$ cat src/hdl/stg_pkg.sv
// Shared types and constants for the square tone generator.
// Used by stg_core and square_tone_generator; no dependencies.
`default_nettype none

package stg_pkg;

    localparam int unsigned ActionW   = 3;
    localparam int unsigned FreqW     = 19;
    localparam int unsigned DurW      = 16;
    localparam int unsigned ScaleW    = 13;
    localparam int unsigned AmpW      = 11;
    localparam int unsigned VolW      = 5;
    localparam int unsigned SampleW   = 16;
    localparam int unsigned PhaseW    = 32;
    localparam int unsigned FramesW   = 17;
    localparam int unsigned TickW     = 32;
    localparam int unsigned MagW      = VolW + AmpW;

    localparam logic [VolW-1:0]    VolumeMax  = VolW'(20);
    localparam logic [ScaleW-1:0]  ScaleReset = ScaleW'(6087);
    localparam logic [AmpW-1:0]    AmpReset   = AmpW'(500);
    localparam logic [MagW-1:0]    PosLimit   = MagW'(32767);
    localparam logic [MagW-1:0]    NegLimit   = MagW'(32768);

    // APB register map, one 32-bit word per register
    localparam int unsigned AddrW = 3;
    localparam logic RegPhaseScale = 1'b0;
    localparam logic RegAmpStep    = 1'b1;

    typedef enum logic [ActionW-1:0] {
        ACT_SAMPLE   = 3'd0,
        ACT_TICK     = 3'd1,
        ACT_PLAY     = 3'd2,
        ACT_STOP     = 3'd3,
        ACT_VOL_DOWN = 3'd4,
        ACT_VOL_UP   = 3'd5,
        ACT_MUTE     = 3'd6
    } t_action;

    typedef struct packed {
        logic               is_muted;
        logic [VolW-1:0]    volume_level;
        logic [TickW-1:0]   frame_count;
        logic               tone_on;
        logic [SampleW-1:0] sample;
    } t_result;

endpackage

`default_nettype wire

$ cat src/hdl/stg_core.sv
// Tone state and per-beat result logic: phase accumulator, frame timer,
// volume and mute. Depends on stg_pkg.
`default_nettype none

module stg_core
    import stg_pkg::*;
(
    input  wire logic               i_clk,
    input  wire logic               i_rst_n,
    input  wire logic               i_accept,
    input  wire logic [ActionW-1:0] i_action,
    input  wire logic [FreqW-1:0]   i_freq_q4,
    input  wire logic [DurW-1:0]    i_duration_frames,
    input  wire logic [ScaleW-1:0]  i_phase_scale,
    input  wire logic [AmpW-1:0]    i_amplitude_step,
    output t_result                 o_result
);

    logic               r_active,     n_active;
    logic [PhaseW-1:0]  r_phase_acc,  n_phase_acc;
    logic [PhaseW-1:0]  r_phase_inc,  n_phase_inc;
    logic [FramesW-1:0] r_frames_left, n_frames_left;
    logic [TickW-1:0]   r_tick_count, n_tick_count;
    logic [VolW-1:0]    r_volume,     n_volume;
    logic               r_mute,       n_mute;

    logic [MagW-1:0]    mag;
    logic [SampleW-1:0] tone_sample;
    logic [SampleW-1:0] n_sample;
    logic [FramesW-1:0] frames_dec;
    logic [DurW-1:0]    dur_min;

    // square wave level: sign from the phase MSB, magnitude clipped to 16 bits
    always_comb begin
        mag = MagW'(r_volume) * MagW'(i_amplitude_step);
        if (!r_phase_acc[PhaseW-1]) begin
            tone_sample = (mag > PosLimit) ? PosLimit[SampleW-1:0] : mag[SampleW-1:0];
        end else begin
            tone_sample = (mag > NegLimit) ? NegLimit[SampleW-1:0]
                                           : SampleW'(SampleW'(0) - mag[SampleW-1:0]);
        end
    end

    assign frames_dec = r_frames_left - FramesW'(1);
    assign dur_min    = (i_duration_frames == '0) ? DurW'(1) : i_duration_frames;

    always_comb begin
        n_active      = r_active;
        n_phase_acc   = r_phase_acc;
        n_phase_inc   = r_phase_inc;
        n_frames_left = r_frames_left;
        n_tick_count  = r_tick_count;
        n_volume      = r_volume;
        n_mute        = r_mute;
        n_sample      = '0;
        unique case (i_action)
            ACT_SAMPLE: begin
                if (r_active && !r_mute) begin
                    n_sample    = tone_sample;
                    n_phase_acc = r_phase_acc + r_phase_inc;
                end
            end
            ACT_TICK: begin
                n_tick_count = r_tick_count + TickW'(1);
                if (r_active) begin
                    n_frames_left = frames_dec;
                    if (frames_dec == '0) begin
                        n_active = 1'b0;
                    end
                end
            end
            ACT_PLAY: begin
                n_active    = 1'b0;
                n_phase_acc = '0;
                if (i_freq_q4 != '0) begin
                    n_phase_inc   = PhaseW'(PhaseW'(i_freq_q4) * PhaseW'(i_phase_scale));
                    n_active      = 1'b1;
                    n_frames_left = FramesW'(dur_min) + FramesW'(1);
                end
            end
            ACT_STOP: begin
                n_active = 1'b0;
            end
            ACT_VOL_DOWN: begin
                if (r_volume != '0) begin
                    n_volume = r_volume - VolW'(1);
                end
            end
            ACT_VOL_UP: begin
                if (r_volume < VolumeMax) begin
                    n_volume = r_volume + VolW'(1);
                end
            end
            ACT_MUTE: begin
                n_mute = ~r_mute;
            end
            default: begin
            end
        endcase
    end

    always_ff @(posedge i_clk) begin
        if (!i_rst_n) begin
            r_active      <= 1'b0;
            r_phase_acc   <= '0;
            r_phase_inc   <= '0;
            r_frames_left <= '0;
            r_tick_count  <= '0;
            r_volume      <= VolumeMax;
            r_mute        <= 1'b0;
        end else if (i_accept) begin
            r_active      <= n_active;
            r_phase_acc   <= n_phase_acc;
            r_phase_inc   <= n_phase_inc;
            r_frames_left <= n_frames_left;
            r_tick_count  <= n_tick_count;
            r_volume      <= n_volume;
            r_mute        <= n_mute;
        end
    end

    always_comb begin
        o_result.sample       = n_sample;
        o_result.tone_on      = n_active;
        o_result.frame_count  = n_tick_count;
        o_result.volume_level = n_volume;
        o_result.is_muted     = n_mute;
    end

endmodule

`default_nettype wire

$ cat src/hdl/square_tone_generator.sv
// Top level of the square tone generator: APB registers, input and output
// stream handshake with a two-entry output buffer. Depends on stg_pkg, stg_core.
//
//  Channel   Dir  Signals                      Content
//  s stream  in   i_s_tvalid/o_s_tready        tuser action, tdata freq + duration
//  m stream  out  o_m_tvalid/i_m_tready        tdata result fields
//  APB       in   psel/penable/pwrite/paddr    phase_scale @0x0, amplitude_step @0x4
//
// One beat per cycle while o_s_tready is high; each beat's result is registered,
// in the output register or, if that is held by a stall, in the skid entry. The
// output buffer holds two results, so a beat is still taken in the cycle the
// downstream first stalls; o_s_tready drops only while both entries are full.
// Reset is synchronous, active low, and restores all tone state and both registers.
`default_nettype none

module square_tone_generator
    import stg_pkg::*;
(
    input  wire logic               i_clk,
    input  wire logic               i_rst_n,
    // slave stream
    input  wire logic               i_s_tvalid,
    output logic                    o_s_tready,
    input  wire logic [ActionW-1:0] i_s_tuser,   // [2:0] action
    input  wire logic [39:0]        i_s_tdata,   // [18:0] freq_q4, [34:19] duration_frames
    // master stream
    output logic                    o_m_tvalid,
    input  wire logic               i_m_tready,
    output logic [55:0]             o_m_tdata,   // [15:0] sample, [16] tone_on,
                                                 // [48:17] frame_count,
                                                 // [53:49] volume_level, [54] is_muted
    // configuration
    input  wire logic               psel,
    input  wire logic               penable,
    input  wire logic               pwrite,
    input  wire logic [AddrW-1:0]   paddr,
    input  wire logic [31:0]        pwdata,
    output logic [31:0]             prdata,
    output logic                    pready
);

    logic [ScaleW-1:0] r_phase_scale;
    logic [AmpW-1:0]   r_amp_step;
    logic              cfg_write;

    logic              in_accept;
    logic              out_take;
    t_result           core_result;

    t_result           r_out;
    logic              r_out_valid;
    t_result           r_skid;
    logic              r_skid_valid;

    assign pready    = 1'b1;
    assign cfg_write = psel && penable && pwrite && pready;

    always_ff @(posedge i_clk) begin
        if (!i_rst_n) begin
            r_phase_scale <= ScaleReset;
            r_amp_step    <= AmpReset;
        end else if (cfg_write) begin
            if (paddr[2] == RegPhaseScale) begin
                r_phase_scale <= pwdata[ScaleW-1:0];
            end else begin
                r_amp_step <= pwdata[AmpW-1:0];
            end
        end
    end

    always_comb begin
        if (paddr[2] == RegPhaseScale) begin
            prdata = 32'(r_phase_scale);
        end else begin
            prdata = 32'(r_amp_step);
        end
    end

    assign o_s_tready = !r_skid_valid;
    assign in_accept  = i_s_tvalid && o_s_tready;
    assign out_take   = r_out_valid && i_m_tready;

    stg_core u_core (
        .i_clk             (i_clk),
        .i_rst_n           (i_rst_n),
        .i_accept          (in_accept),
        .i_action          (i_s_tuser),
        .i_freq_q4         (i_s_tdata[FreqW-1:0]),
        .i_duration_frames (i_s_tdata[FreqW+DurW-1:FreqW]),
        .i_phase_scale     (r_phase_scale),
        .i_amplitude_step  (r_amp_step),
        .o_result          (core_result)
    );

    // output register plus skid entry; the skid drains first
    always_ff @(posedge i_clk) begin
        if (!i_rst_n) begin
            r_out_valid  <= 1'b0;
            r_skid_valid <= 1'b0;
        end else if (r_skid_valid) begin
            if (out_take) begin
                r_out_valid  <= 1'b1;
                r_skid_valid <= 1'b0;
            end
        end else if (in_accept) begin
            if (!r_out_valid || out_take) begin
                r_out_valid <= 1'b1;
            end else begin
                r_skid_valid <= 1'b1;
            end
        end else if (out_take) begin
            r_out_valid <= 1'b0;
        end
    end

    always_ff @(posedge i_clk) begin
        if (r_skid_valid) begin
            if (out_take) begin
                r_out <= r_skid;
            end
        end else if (in_accept) begin
            if (!r_out_valid || out_take) begin
                r_out <= core_result;
            end else begin
                r_skid <= core_result;
            end
        end
    end

    assign o_m_tvalid = r_out_valid;
    assign o_m_tdata  = 56'(r_out);

endmodule

`default_nettype wire
$ cat config.mk
export PLATFORM = sky130hd
export DESIGN_NAME = square_tone_generator
export DESIGN_NICKNAME = d
export VERILOG_FILES = /design/src/hdl/stg_pkg.sv /design/src/hdl/stg_core.sv /design/src/hdl/square_tone_generator.sv
export SDC_FILE = /design/constraint.sdc
export NUM_CORES = 1
export LEC_CHECK = 0
export BUFFER_PORTS_ARGS = -buffer_cell sky130_fd_sc_hd__buf_2
export CORE_ASPECT_RATIO = 1.25
export CORE_MARGIN = 2
export CORE_UTILIZATION = 61
export CTS_CLUSTER_DIAMETER = 60
export DETAILED_ROUTE_END_ITERATION = 12
export PLACE_DENSITY_LB_ADDON = 0.15
export SLEW_MARGIN = 20
export SYNTH_ARGS = -nofsm -noshare
export SYNTH_HDL_FRONTEND = slang
export SYNTH_SLANG_ARGS = --single-unit
export TNS_END_PERCENT = 100
$ cat constraint.sdc
create_clock -name i_clk -period 8.1 [get_ports i_clk]
set_clock_uncertainty 0.1 [all_clocks]
set_input_delay 1.215 -clock i_clk [delete_from_list [all_inputs] [get_ports i_clk]]
set_output_delay 1.215 -clock i_clk [all_outputs]
set_load 0.1 [all_outputs]
==> Yosys cells after proc, flatten, opt, wreduce, memory -nomap -nowiden <==
Index checks and enable logic that the tools add are counted.
W data, S select, Z words.
{ "totals": {"reg_bits": 256, "out_inout_bits": 91, "word_cells": 109} }
{ "op_classes": {"n_addsub": 7, "n_mul": 2, "magnitude_cmp": 3, "eq_ne": 11, "mux": 34, "bitwise_logic": 4, "n_reduce_logical": 27} }
{ "ops": {"columns": ["operator", "count"], "rows": [
  ["$mux W55", 4],
  ["$mux W16", 6],
  ["$mux W32", 2],
  ["$pmux W32 S2", 1],
  ["$mux W17", 2],
  ["$pmux W17 S2", 1],
  ["$add A32 B1 Y32 const B", 1],
  ["$add A32 B32 Y32", 1],
  ["$mul A19 B13 Y32", 1],
  ["$reduce_bool A19 Y1", 1],
  ["$add A16 B1 Y17 const B", 1],
  ["$logic_not A17 Y1", 1],
  ["$sub A17 B1 Y17 const B", 1],
  ["$gt A16 B15 Y1 const B", 1],
  ["$gt A16 B16 Y1 const B", 1],
  ["$logic_not A16 Y1", 1],
  ["$mul A5 B11 Y16", 1],
  ["$sub A1 B16 Y16 const A", 1],
  ["$reduce_and A3 Y1", 5],
  ["$mux W1", 13],
  ["$mux W13", 1],
  ["$mux W5", 2],
  ["$pmux W5 S2", 1],
  ["$reduce_bool A2 Y1", 5],
  ["18 further kinds", 33]
]} }

==> Depth between registers and ports, before layout <==
Gate-level depths: netlist of run 1.
{ "logic_depth": {"depth_word": 9, "ltp_mapped": 22, "mapped_depth_nobuf": 21} }

==> By module <==
A second synthesis of run 1 with hierarchy kept.
{ "unflattened": {"hier_cells": 2499, "area_unflattened_um2": 22938.2} }
{ "modules_own_cells": {"columns": ["mod", "n_inst", "cells_per_inst", "area_each_um2", "seq_area_each_um2"], "rows": [
  ["stg_core", 1, 2174, 17629.4, 2402.3],
  ["square_tone_generator", 1, 325, 5308.8, 3823.7]
]} }

==> Least setup slack after synthesis of run 1 <==
No wires, ideal clock.
{ "synth_timing": {"path_type": "input to register", "start": "input i_s_tdata[13]", "end": "register u_core.r_phase_inc[31]", "arrival_ps": 6362, "t_required_ps": 7878, "slack_ps": 1516, "path_stages": 19, "n_path_buf": 1, "path_cell_list": "clkbuf_1 -> nand2_1 -> fa_1 -> inv_1 -> fa_1 -> fa_1 -> fa_1 -> inv_1 -> fa_1 -> inv_1 -> ha_1 -> and2_1 -> a311o_1 -> a21o_1 -> a221oi_1 -> a21oi_1 -> o221ai_1 -> o21ai_0 -> a311o_1"} }
{ "synth_via": {"elab_chain_cells": 2} }
{ "synth_lines": {"columns": ["element", "line", "rtl"], "rows": [
  ["start: declaration", "square_tone_generator.sv:25", "input wire logic [39:0] i_s_tdata,"],
  ["branches (longest 2 deep; another with $mul A19 B13 Y32)", null, null],
  ["end signal: assignment", "stg_core.sv:114", "r_phase_inc <= n_phase_inc;"],
  ["end: declaration", "stg_core.sv:21", "logic [PhaseW-1:0] r_phase_inc, n_phase_inc;"]
]} }
Several ways; the timed one is not identified.
A chain may end at the register's enable or synchronous reset.

==> Worst setup path in the final report of run 1 <==
{ "layout_timing": {"start": "register r_phase_scale[5]", "end": "register u_core.r_phase_inc[31]"} }
{ "layout_via": {"elab_chain_cells": 1} }
{ "layout_lines": {"columns": ["element", "line", "rtl"], "rows": [
  ["start: declaration", "square_tone_generator.sv:42", "logic [ScaleW-1:0] r_phase_scale;"],
  ["start signal: assignment", "square_tone_generator.sv:60", "r_phase_scale <= ScaleReset;"],
  ["start signal: assignment", "square_tone_generator.sv:64", "r_phase_scale <= pwdata[ScaleW-1:0];"],
  ["$mul A19 B13 Y32", "stg_core.sv:76", "n_phase_inc = PhaseW'(PhaseW'(i_freq_q4) * PhaseW'(i_phase_scale));"]
]} }
No other way between the ends.

==> impl_metrics.csv, run 1 <==
group,metric,value,unit
cells_and_area,nFillCells,3001,
routing,drt-met1-wl,20.63,mm
cts,htreeDepth,1,
synth,synth_edf_count,110,
routing,firstDrtPassIters,5,
cts,cts_tree,"done",
worst_setup_path,crit_path_max_fanout,21,
routing,drtIter0Drc,1251,
cts,ctsResizeCount,0,
synth,yosysSeqAreaShare,27.01,%
routing,wl_met2,28.13,mm
cells_and_area,drive_gt1_share,9.978,%
power,sw_frac_of_total,45.25,%
worst_setup_path,cp_common_cell,"fa_1",
worst_setup_path,crit_buf_inv,3,
synth,synth_area_leader_cell,"fa_1",
synth,synth_flop_cell,"dfxtp_1",
timing,clock.fmax,154.7,MHz
cts,clk_pin_slew,0.06,ns
synth,synth_top_area_share,18.67,%
power,p_int,4.158,mW
synth,ys_warn_count,0,
synth,netlist_area,23050,um2
timing,finalSetupViolCount,0,
cells_and_area,final_nets,3094,
routing,wl_met3,2.031,mm
power,clock_power_share,17.7,%
power,combPwrFrac,62.6,%
routing,totalWireLength,52.61,mm
cts,cts_buffers,28,
synth,syn_inst,2616,
routing,highest_layer,"met4",
power,sequentialPowerShare,19.7,%
cells_and_area,multi_input_area,15180,um2
timing,tns,0,ns
synth,yosysUniqueCellTypes,87,
synth,yosys.area_share.simple,19.50,%
placement,dpl.hpwl,39.25,mm
cts,cts_root_buf,"clkbuf_16",
worst_setup_path,critical_path_class,"reg2reg",
cts,clock-sinks,256,
worst_setup_path,required,8.45,ns
cells_and_area,final_cell_mix,"nand2_1 (396), inv_1 (280), fa_1 (215), and2_1 (147)",
cts,post_cts_buffers,0,
routing,drc,0,
synth,postSynthAreaPerCell,8.812,um2
power,p_sw,3.437,mW
run_status,status,"complete, no violations",
timing,whs,0.3580,ns
grt,grt_pass1_wl,88.74,mm
worst_setup_path,path_cells,"nand2_1 -> fa_1 -> fa_1 -> fa_1 -> inv_1 -> fa_1 -> inv_1 -> fa_1 -> inv_1 -> ha_1 -> and2_1 -> a311o_1 -> a21o_1 -> a221oi_1 -> a21oi_1 -> o221ai_1 -> o21ai_0 -> a311o_1",
routing,via_count,18450,
floorplan,rows,79,
placement,portBuffers,128,
cells_and_area,mostFrequentLayoutCell,"nand2_1",
synth,synth_top_family_by_area,"adder cells",
power,pwr_density_cell,305.8,nW/um2
worst_setup_path,crit_path_end_kind,"flip-flop",
worst_setup_path,crit_path_max_incr_delay,0.90,ns
worst_setup_path,crit_slowest_cell,"dfxtp_1",
synth,postSynth.asyncResetShare,0,%
floorplan,dieArea,39370,um2
grt,grt_pass1_vias,18670,
power,vdd_drop_max,0.8808,mV
timing,min_period,6.466,ns
worst_setup_path,startpoint_type,"flip-flop",
synth,ys_top_cells_by_area,"fa_1 (19%), edfxtp_1 (14%), dfxtp_1 (13%)",
cells_and_area,seqCellArea,6226,um2
grt,overflow,0,
cts,cts_buffer_depth,3,
synth,synthMuxAreaShare,2.573,%
worst_setup_path,arrival,6.81,ns
cts,clk_latency,0.57,ns
power,leakage,11.02,nW
routing,wl_per_cell,16.63,um
floorplan,die_x,177.9,um
timing,period_share,79.82,%
synth,synth_xor_area_share,4.738,%
grt,grt_max_degree,62,
timing,hold_viol_final,0,
floorplan,io_pins,176,
timing,rsz0062_at_grt,"no",
timing,worst_slew_pin_slew,1.145,ns
cells_and_area,syn2layout_area_growth,7.734,%
routing,viasPerCell,5.832,
timing,slew_headroom,23.08,%
grt,antenna_found_initial,1,
floorplan,start_util,61.86,%
worst_hold_path,worstHoldPathType,"reg2reg",
floorplan,chipHeight,221.4,um
synth,synth-adder-area-share,26.21,%
floorplan,coreArea,37260,um2
worst_setup_path,crit_family,"adder cells",
routing,antenna_left,0,
timing,drv_slew,0,
synth,ys_ff_latch,256,
grt,grt_use_total,27.28,%
synth,synth_compound_area_share,12.40,%
job,cap_violations,0,
cts,cts-hold-fix-buffers,0,
placement,place_congestion,0.8796,
==> cell type report <==
class | count | share of cell area (%)
multi-input combinational | 1942 | 61.14
sequential | 256 | 25.07
inverter | 282 | 4.267
clock buffer | 38 | 3.093
timing repair buffer | 145 | 3.093
tap | 486 | 2.448
clock inverter | 13 | 0.8816
antenna | 1 | 0.01008
==> layer usage <==
metal | global-route usage (%) | up-vias
met2 | 51.26 | 481
met1 | 32.02 | 9078
met3 | 1.959 | 122
li1 | - | 8766
met4 | 10.13 | 0
met5 | 0 | -
==> flip-flops by register name (all words and copies together), names as in the netlist, 5 cells and up <==
signal / count
o_m_tdata: 55
r_amp_step: 11
r_phase_scale: 13
r_skid: 55
u_core.r_frames_left: 17
u_core.r_phase_acc: 32
u_core.r_phase_inc: 32
u_core.r_tick_count: 32
u_core.r_volume: 5
==> Yosys cell counts (50+ instances only) <==
master and n:
nand2_1 396, inv_1 281, fa_1 215, a21oi_1 147
and2_1 147, dfxtp_1 146, nor2_1 143, ha_1 139
clkbuf_1 125, o21ai_0 114, edfxtp_1 110, xor2_1 61
nand3_1 60, xnor2_1 60, mux2_2 50
==> tightest hold or removal path: stages, from the launching register on <==
cell,delay [ns]
dfxtp_1,0.31
nand2_1,0.05
a21oi_1,0.05
==> kinds of logic after synthesis <==
| group | Yosys count |
|---|---|
| AOI/OAI and AO/OA | 450 |
| xor gates and xnor gates | 123 |
| adders and majority gates | 354 |
| buffers and inverters | 437 |
| DFF | 256 |
| muxes | 53 |
| other | 2 |
| and+or+nand+nor | 941 |
==> final timing paths <==
check | start | slack [ns] | to | cells past startpoint
worst max-delay path | r_phase_scale[5] | 1.63 | u_core.r_phase_inc[31] | 18
worst min-delay path | u_core.r_phase_acc[4] | 0.36 | u_core.r_phase_acc[4] | 2
worst max register to register | r_phase_scale[5] | 1.63 | u_core.r_phase_inc[31] | 18
worst min register to register | u_core.r_phase_acc[4] | 0.36 | u_core.r_phase_acc[4] | 2
==> power groups by stage <==
stage | clock, mW | combinational (mW) | sequential (mW)
6_report | 1.35 | 4.75 | 1.50
5_1_grt | 1.41 | 5.33 | 1.51
4_1_cts | 1.36 | 4.78 | 1.50
3_5_place_dp | 0 | 4.75 | 1.52
3_3_place_gp | 0 | 4.67 | 1.52
2_1_floorplan | 0 | 3.56 | 1.66
==> metrics by stage <==
step / total power [mW] / util (%) / std cells / setup WS, ns / instance area, um2
after floorplan: 5.218 / - / 2635 / 1.516 / 23120
after global placement: 6.191 / 63.99 / 3111 / 1.125 / 23850
after detailed placement: 6.269 / 63.99 / 3111 / 1.038 / 23850
after CTS: 7.640 / 66.64 / 3162 / 1.625 / 24830
after global routing: 8.240 / 66.65 / 3163 / 1.321 / 24840
final: 7.595 / 66.65 / 3163 / 1.634 / 24840
(Power assumes the default switching activity.)
==> inputs of run 2 (changes only) <==
Settings changed: ABC_AREA set to 1.
Clock period 8.1 ns to 6.12 ns, I/O delays scaled along.
==> run 2 against run 1 <==
Fmax up 12%. Sequential share of layout area down 1.1 points. Utilization about the same. Hold slack better by 0.012 ns. Synthesized cell count up 26%. Critical path depth up 4. Wire length up 9.5%.
==> impl_metrics.csv, run 2 <==
group,metric,value,unit
floorplan,coreArea,39020,um2
routing,firstDrtPassIters,6,
cells_and_area,final_cell_mix,"nand2_1 (878), inv_1 (653), nor2_1 (222), fa_1 (215), a21oi_1 (180)",
cts,post_cts_buffers,0,
worst_hold_path,hold_start,"u_core.r_phase_acc[21]",
grt,overflow,0,
worst_setup_path,path_cells,"nand2_1 -> inv_1 -> fa_1 -> fa_1 -> inv_1 -> fa_1 -> fa_1 -> fa_1 -> inv_1 -> ha_1 -> nand2_1 -> inv_1 -> nand2_1 -> nor3_1 -> nand4_1 -> nand3_1 -> a21o_1 -> nand2_1 -> nand3_1 -> nand3_1 -> nand2_1 -> inv_1",
routing,drc,0,
power,leakage,13.91,nW
grt,grt_pass1_vias,21360,
run_status,status,"complete, no violations",
power,vdd_drop_max,0.7730,mV
grt,grt_max_degree,68,
power,clock_power_share,15.4,%
timing,tns,0,ns
worst_setup_path,crit_path_end_kind,"flip-flop",
cells_and_area,seqCellArea,6227,um2
cells_and_area,syn2layout_area_growth,7.959,%
cells_and_area,mostFrequentLayoutCell,"nand2_1",
placement,place_congestion,0.9012,
placement,dpl.hpwl,44.99,mm
synth,synth_area_leader_cell,"fa_1",
routing,totalWireLength,57.60,mm
routing,wl_per_cell,14.84,um
synth,syn_inst,3287,
synth,postSynthAreaPerCell,7.331,um2
worst_setup_path,crit_slowest_cell,"dfxtp_1",
job,cap_violations,0,
cts,cts_root_buf,"clkbuf_16",
synth,ys_ff_latch,256,
worst_hold_path,holdPathStages,2,
cts,clk_pin_slew,0.06,ns
synth,synth_top_area_share,17.86,%
cts,cts_tree,"done",
power,combPwrFrac,66.2,%
timing,worst_slew_pin_slew,1.002,ns
synth,synth_flop_cell,"dfxtp_1",
grt,grt_pass1_wl,97.82,mm
worst_setup_path,crit_buf_inv,5,
worst_setup_path,startpoint_type,"flip-flop",
worst_setup_path,crit_path_max_fanout,21,
worst_hold_path,hold_end,"u_core.r_phase_acc[21]",
worst_setup_path,crit_path_max_incr_delay,0.98,ns
synth,ys_top_cells_by_area,"fa_1 (18%), edfxtp_1 (14%), nand2_1 (14%)",
cells_and_area,final_nets,3802,
worst_setup_path,critical_path_class,"reg2reg",
cells_and_area,nFillCells,3323,
synth,ys_warn_count,0,
grt,grt_use_total,28.81,%
power,pwr_density_cell,412.3,nW/um2
synth,synth_most_common_cell,"nand2_1",
timing,period_share,94.71,%
routing,antenna_left,0,
routing,via_count,20920,
floorplan,io_pins,176,
synth,yosys-top-cells-count,"nand2_1 (879), inv_1 (653), nor2_1 (223)",
grt,antenna_found_initial,2,
floorplan,die_x,181.8,um
power,p_int,5.293,mW
synth,postSynth.asyncResetShare,0,%
worst_setup_path,reg2reg_depth,22,
worst_setup_path,regToRegSetupSlack,0.32,ns
placement,portBuffers,128,
cts,cts-hold-fix-buffers,0,
worst_setup_path,r2r_start,"r_phase_scale[7]",
cells_and_area,multi_input_area,14880,um2
floorplan,rows,81,
cts,ctsResizeCount,0,
floorplan,start_util,61.76,%
worst_hold_path,worstHoldPathType,"reg2reg",
cts,cts_buffer_depth,3,
synth,synth_edf_count,110,
worst_setup_path,required,6.49,ns
timing,min_period,5.796,ns
floorplan,chipHeight,226.2,um
routing,drtIter0Drc,998,
synth,yosysUniqueCellTypes,54,
timing,slew_headroom,33.13,%
timing,rsz0062_at_grt,"no",
floorplan,dieArea,41120,um2
worst_setup_path,arrival,6.16,ns
cts,htreeDepth,1,
timing,finalSetupViolCount,0,
worst_setup_path,timing.rr.end,"u_core.r_phase_inc[28]",
cts,clk_latency,0.57,ns
cells_and_area,n_antenna_cell,0,
worst_setup_path,crit_family,"adder cells",
power,p_sw,5.434,mW
synth,yosysSeqAreaShare,25.84,%
timing,hold_viol_final,0,
synth,netlist_area,24100,um2
cts,clock-sinks,256,
timing,whs,0.3696,ns
timing,drv_slew,0,
routing,viasPerCell,5.388,
worst_setup_path,crit_start,"r_phase_scale[7]",
power,sequentialPowerShare,18.3,%
timing,clock.fmax,172.5,MHz
cells_and_area,drive_gt1_share,8.186,%
cts,cts_buffers,27,
power,sw_frac_of_total,50.66,%
[run 2: cell count changes after synthesis, moves of 25 or more]
cell      change
nand2_1     +483
inv_1       +372
and2_1      -145
nand3_1      +85
nor2_1       +80
mux2_2       -50
xnor2_1      -46
o21ai_0      +40
a21oi_1      +34
or3_1        -26
clkbuf_1     -25
[run 2: cell families (layout without fill, tap and decap cells)]
kind of cell             count (synthesis)  in the layout  share of synthesized area [%]
AND/OR/NAND/NOR                       1379           1379                          23.86
XOR/XNOR                                75             75                          2.726
other                                    2             21                        0.03116
adder cells (fa/ha/maj)                354            354                          25.08
flip-flops                             256            256                          25.84
buffers and inverters                  796            874                          12.79
AO/OA/AOI/OAI                          425            425                          9.673
[run 2: worst max path at each step]
stage          cells after the start                     end  slack, ns
2_1_floorplan                      3               r_skid[0]       0.50
3_3_place_gp                      23  u_core.r_phase_inc[28]       0.13
3_5_place_dp                      22  u_core.r_phase_inc[28]       0.09
4_1_cts                           22  u_core.r_phase_inc[28]       0.37
5_1_grt                           22  u_core.r_phase_inc[28]       0.02
6_report                          22  u_core.r_phase_inc[28]       0.32
[run 2: worst register-to-register path, delay by kind of cell (launching register included)]
kind / cells / cell delay (ns)
buf+inv: 5 / 0.34
simple gates: 10 / 1.28
fa+ha+maj: 6 / 2.83
flops: 1 / 0.98
compound gates: 1 / 0.18
[run 2: layout make-up]
cell class                 instances  share of cell area (%)
tap                              498                   2.395
timing repair buffer             163                   3.472
clock inverter                    16                  0.6396
multi-input combinational       2254                   57.20
sequential                       256                   23.94
clock buffer                      34                   2.813
inverter                         661                   9.542
[run 2: power groups by stage]
stage	registers [mW]	clock network, mW	logic, mW
global route	1.97	1.75	8.10
finish	1.96	1.66	7.11
CTS	1.96	1.68	7.12
floorplan	2.21	0	5.09
detailed placement	2.00	0	7.07
global placement	2.00	0	6.97
[run 2: metal layers]
metal	track usage, %	vias to the layer above	share of wire [%]
li1	-	10300	-
met1	32.43	9895	39
met2	55.39	566	53
met3	2.725	155	4.4
met4	12.04	4	3.8
met5	0	-	0.040
[run 2: metrics by stage]
| step | instance area, um2 | worst slack, ns | cells | util, % | power (mW) |
|---|---|---|---|---|---|
| floorplan | 24170 | 0.4950 | 3306 | - | 7.296 |
| global placement | 25120 | 0.1326 | 3832 | 64.37 | 8.967 |
| detailed placement | 25120 | 0.08653 | 3832 | 64.37 | 9.074 |
| CTS | 26020 | 0.3739 | 3882 | 66.68 | 10.77 |
| global route | 26020 | 0.01732 | 3882 | 66.68 | 11.82 |
| finish | 26020 | 0.3237 | 3882 | 66.68 | 10.73 |
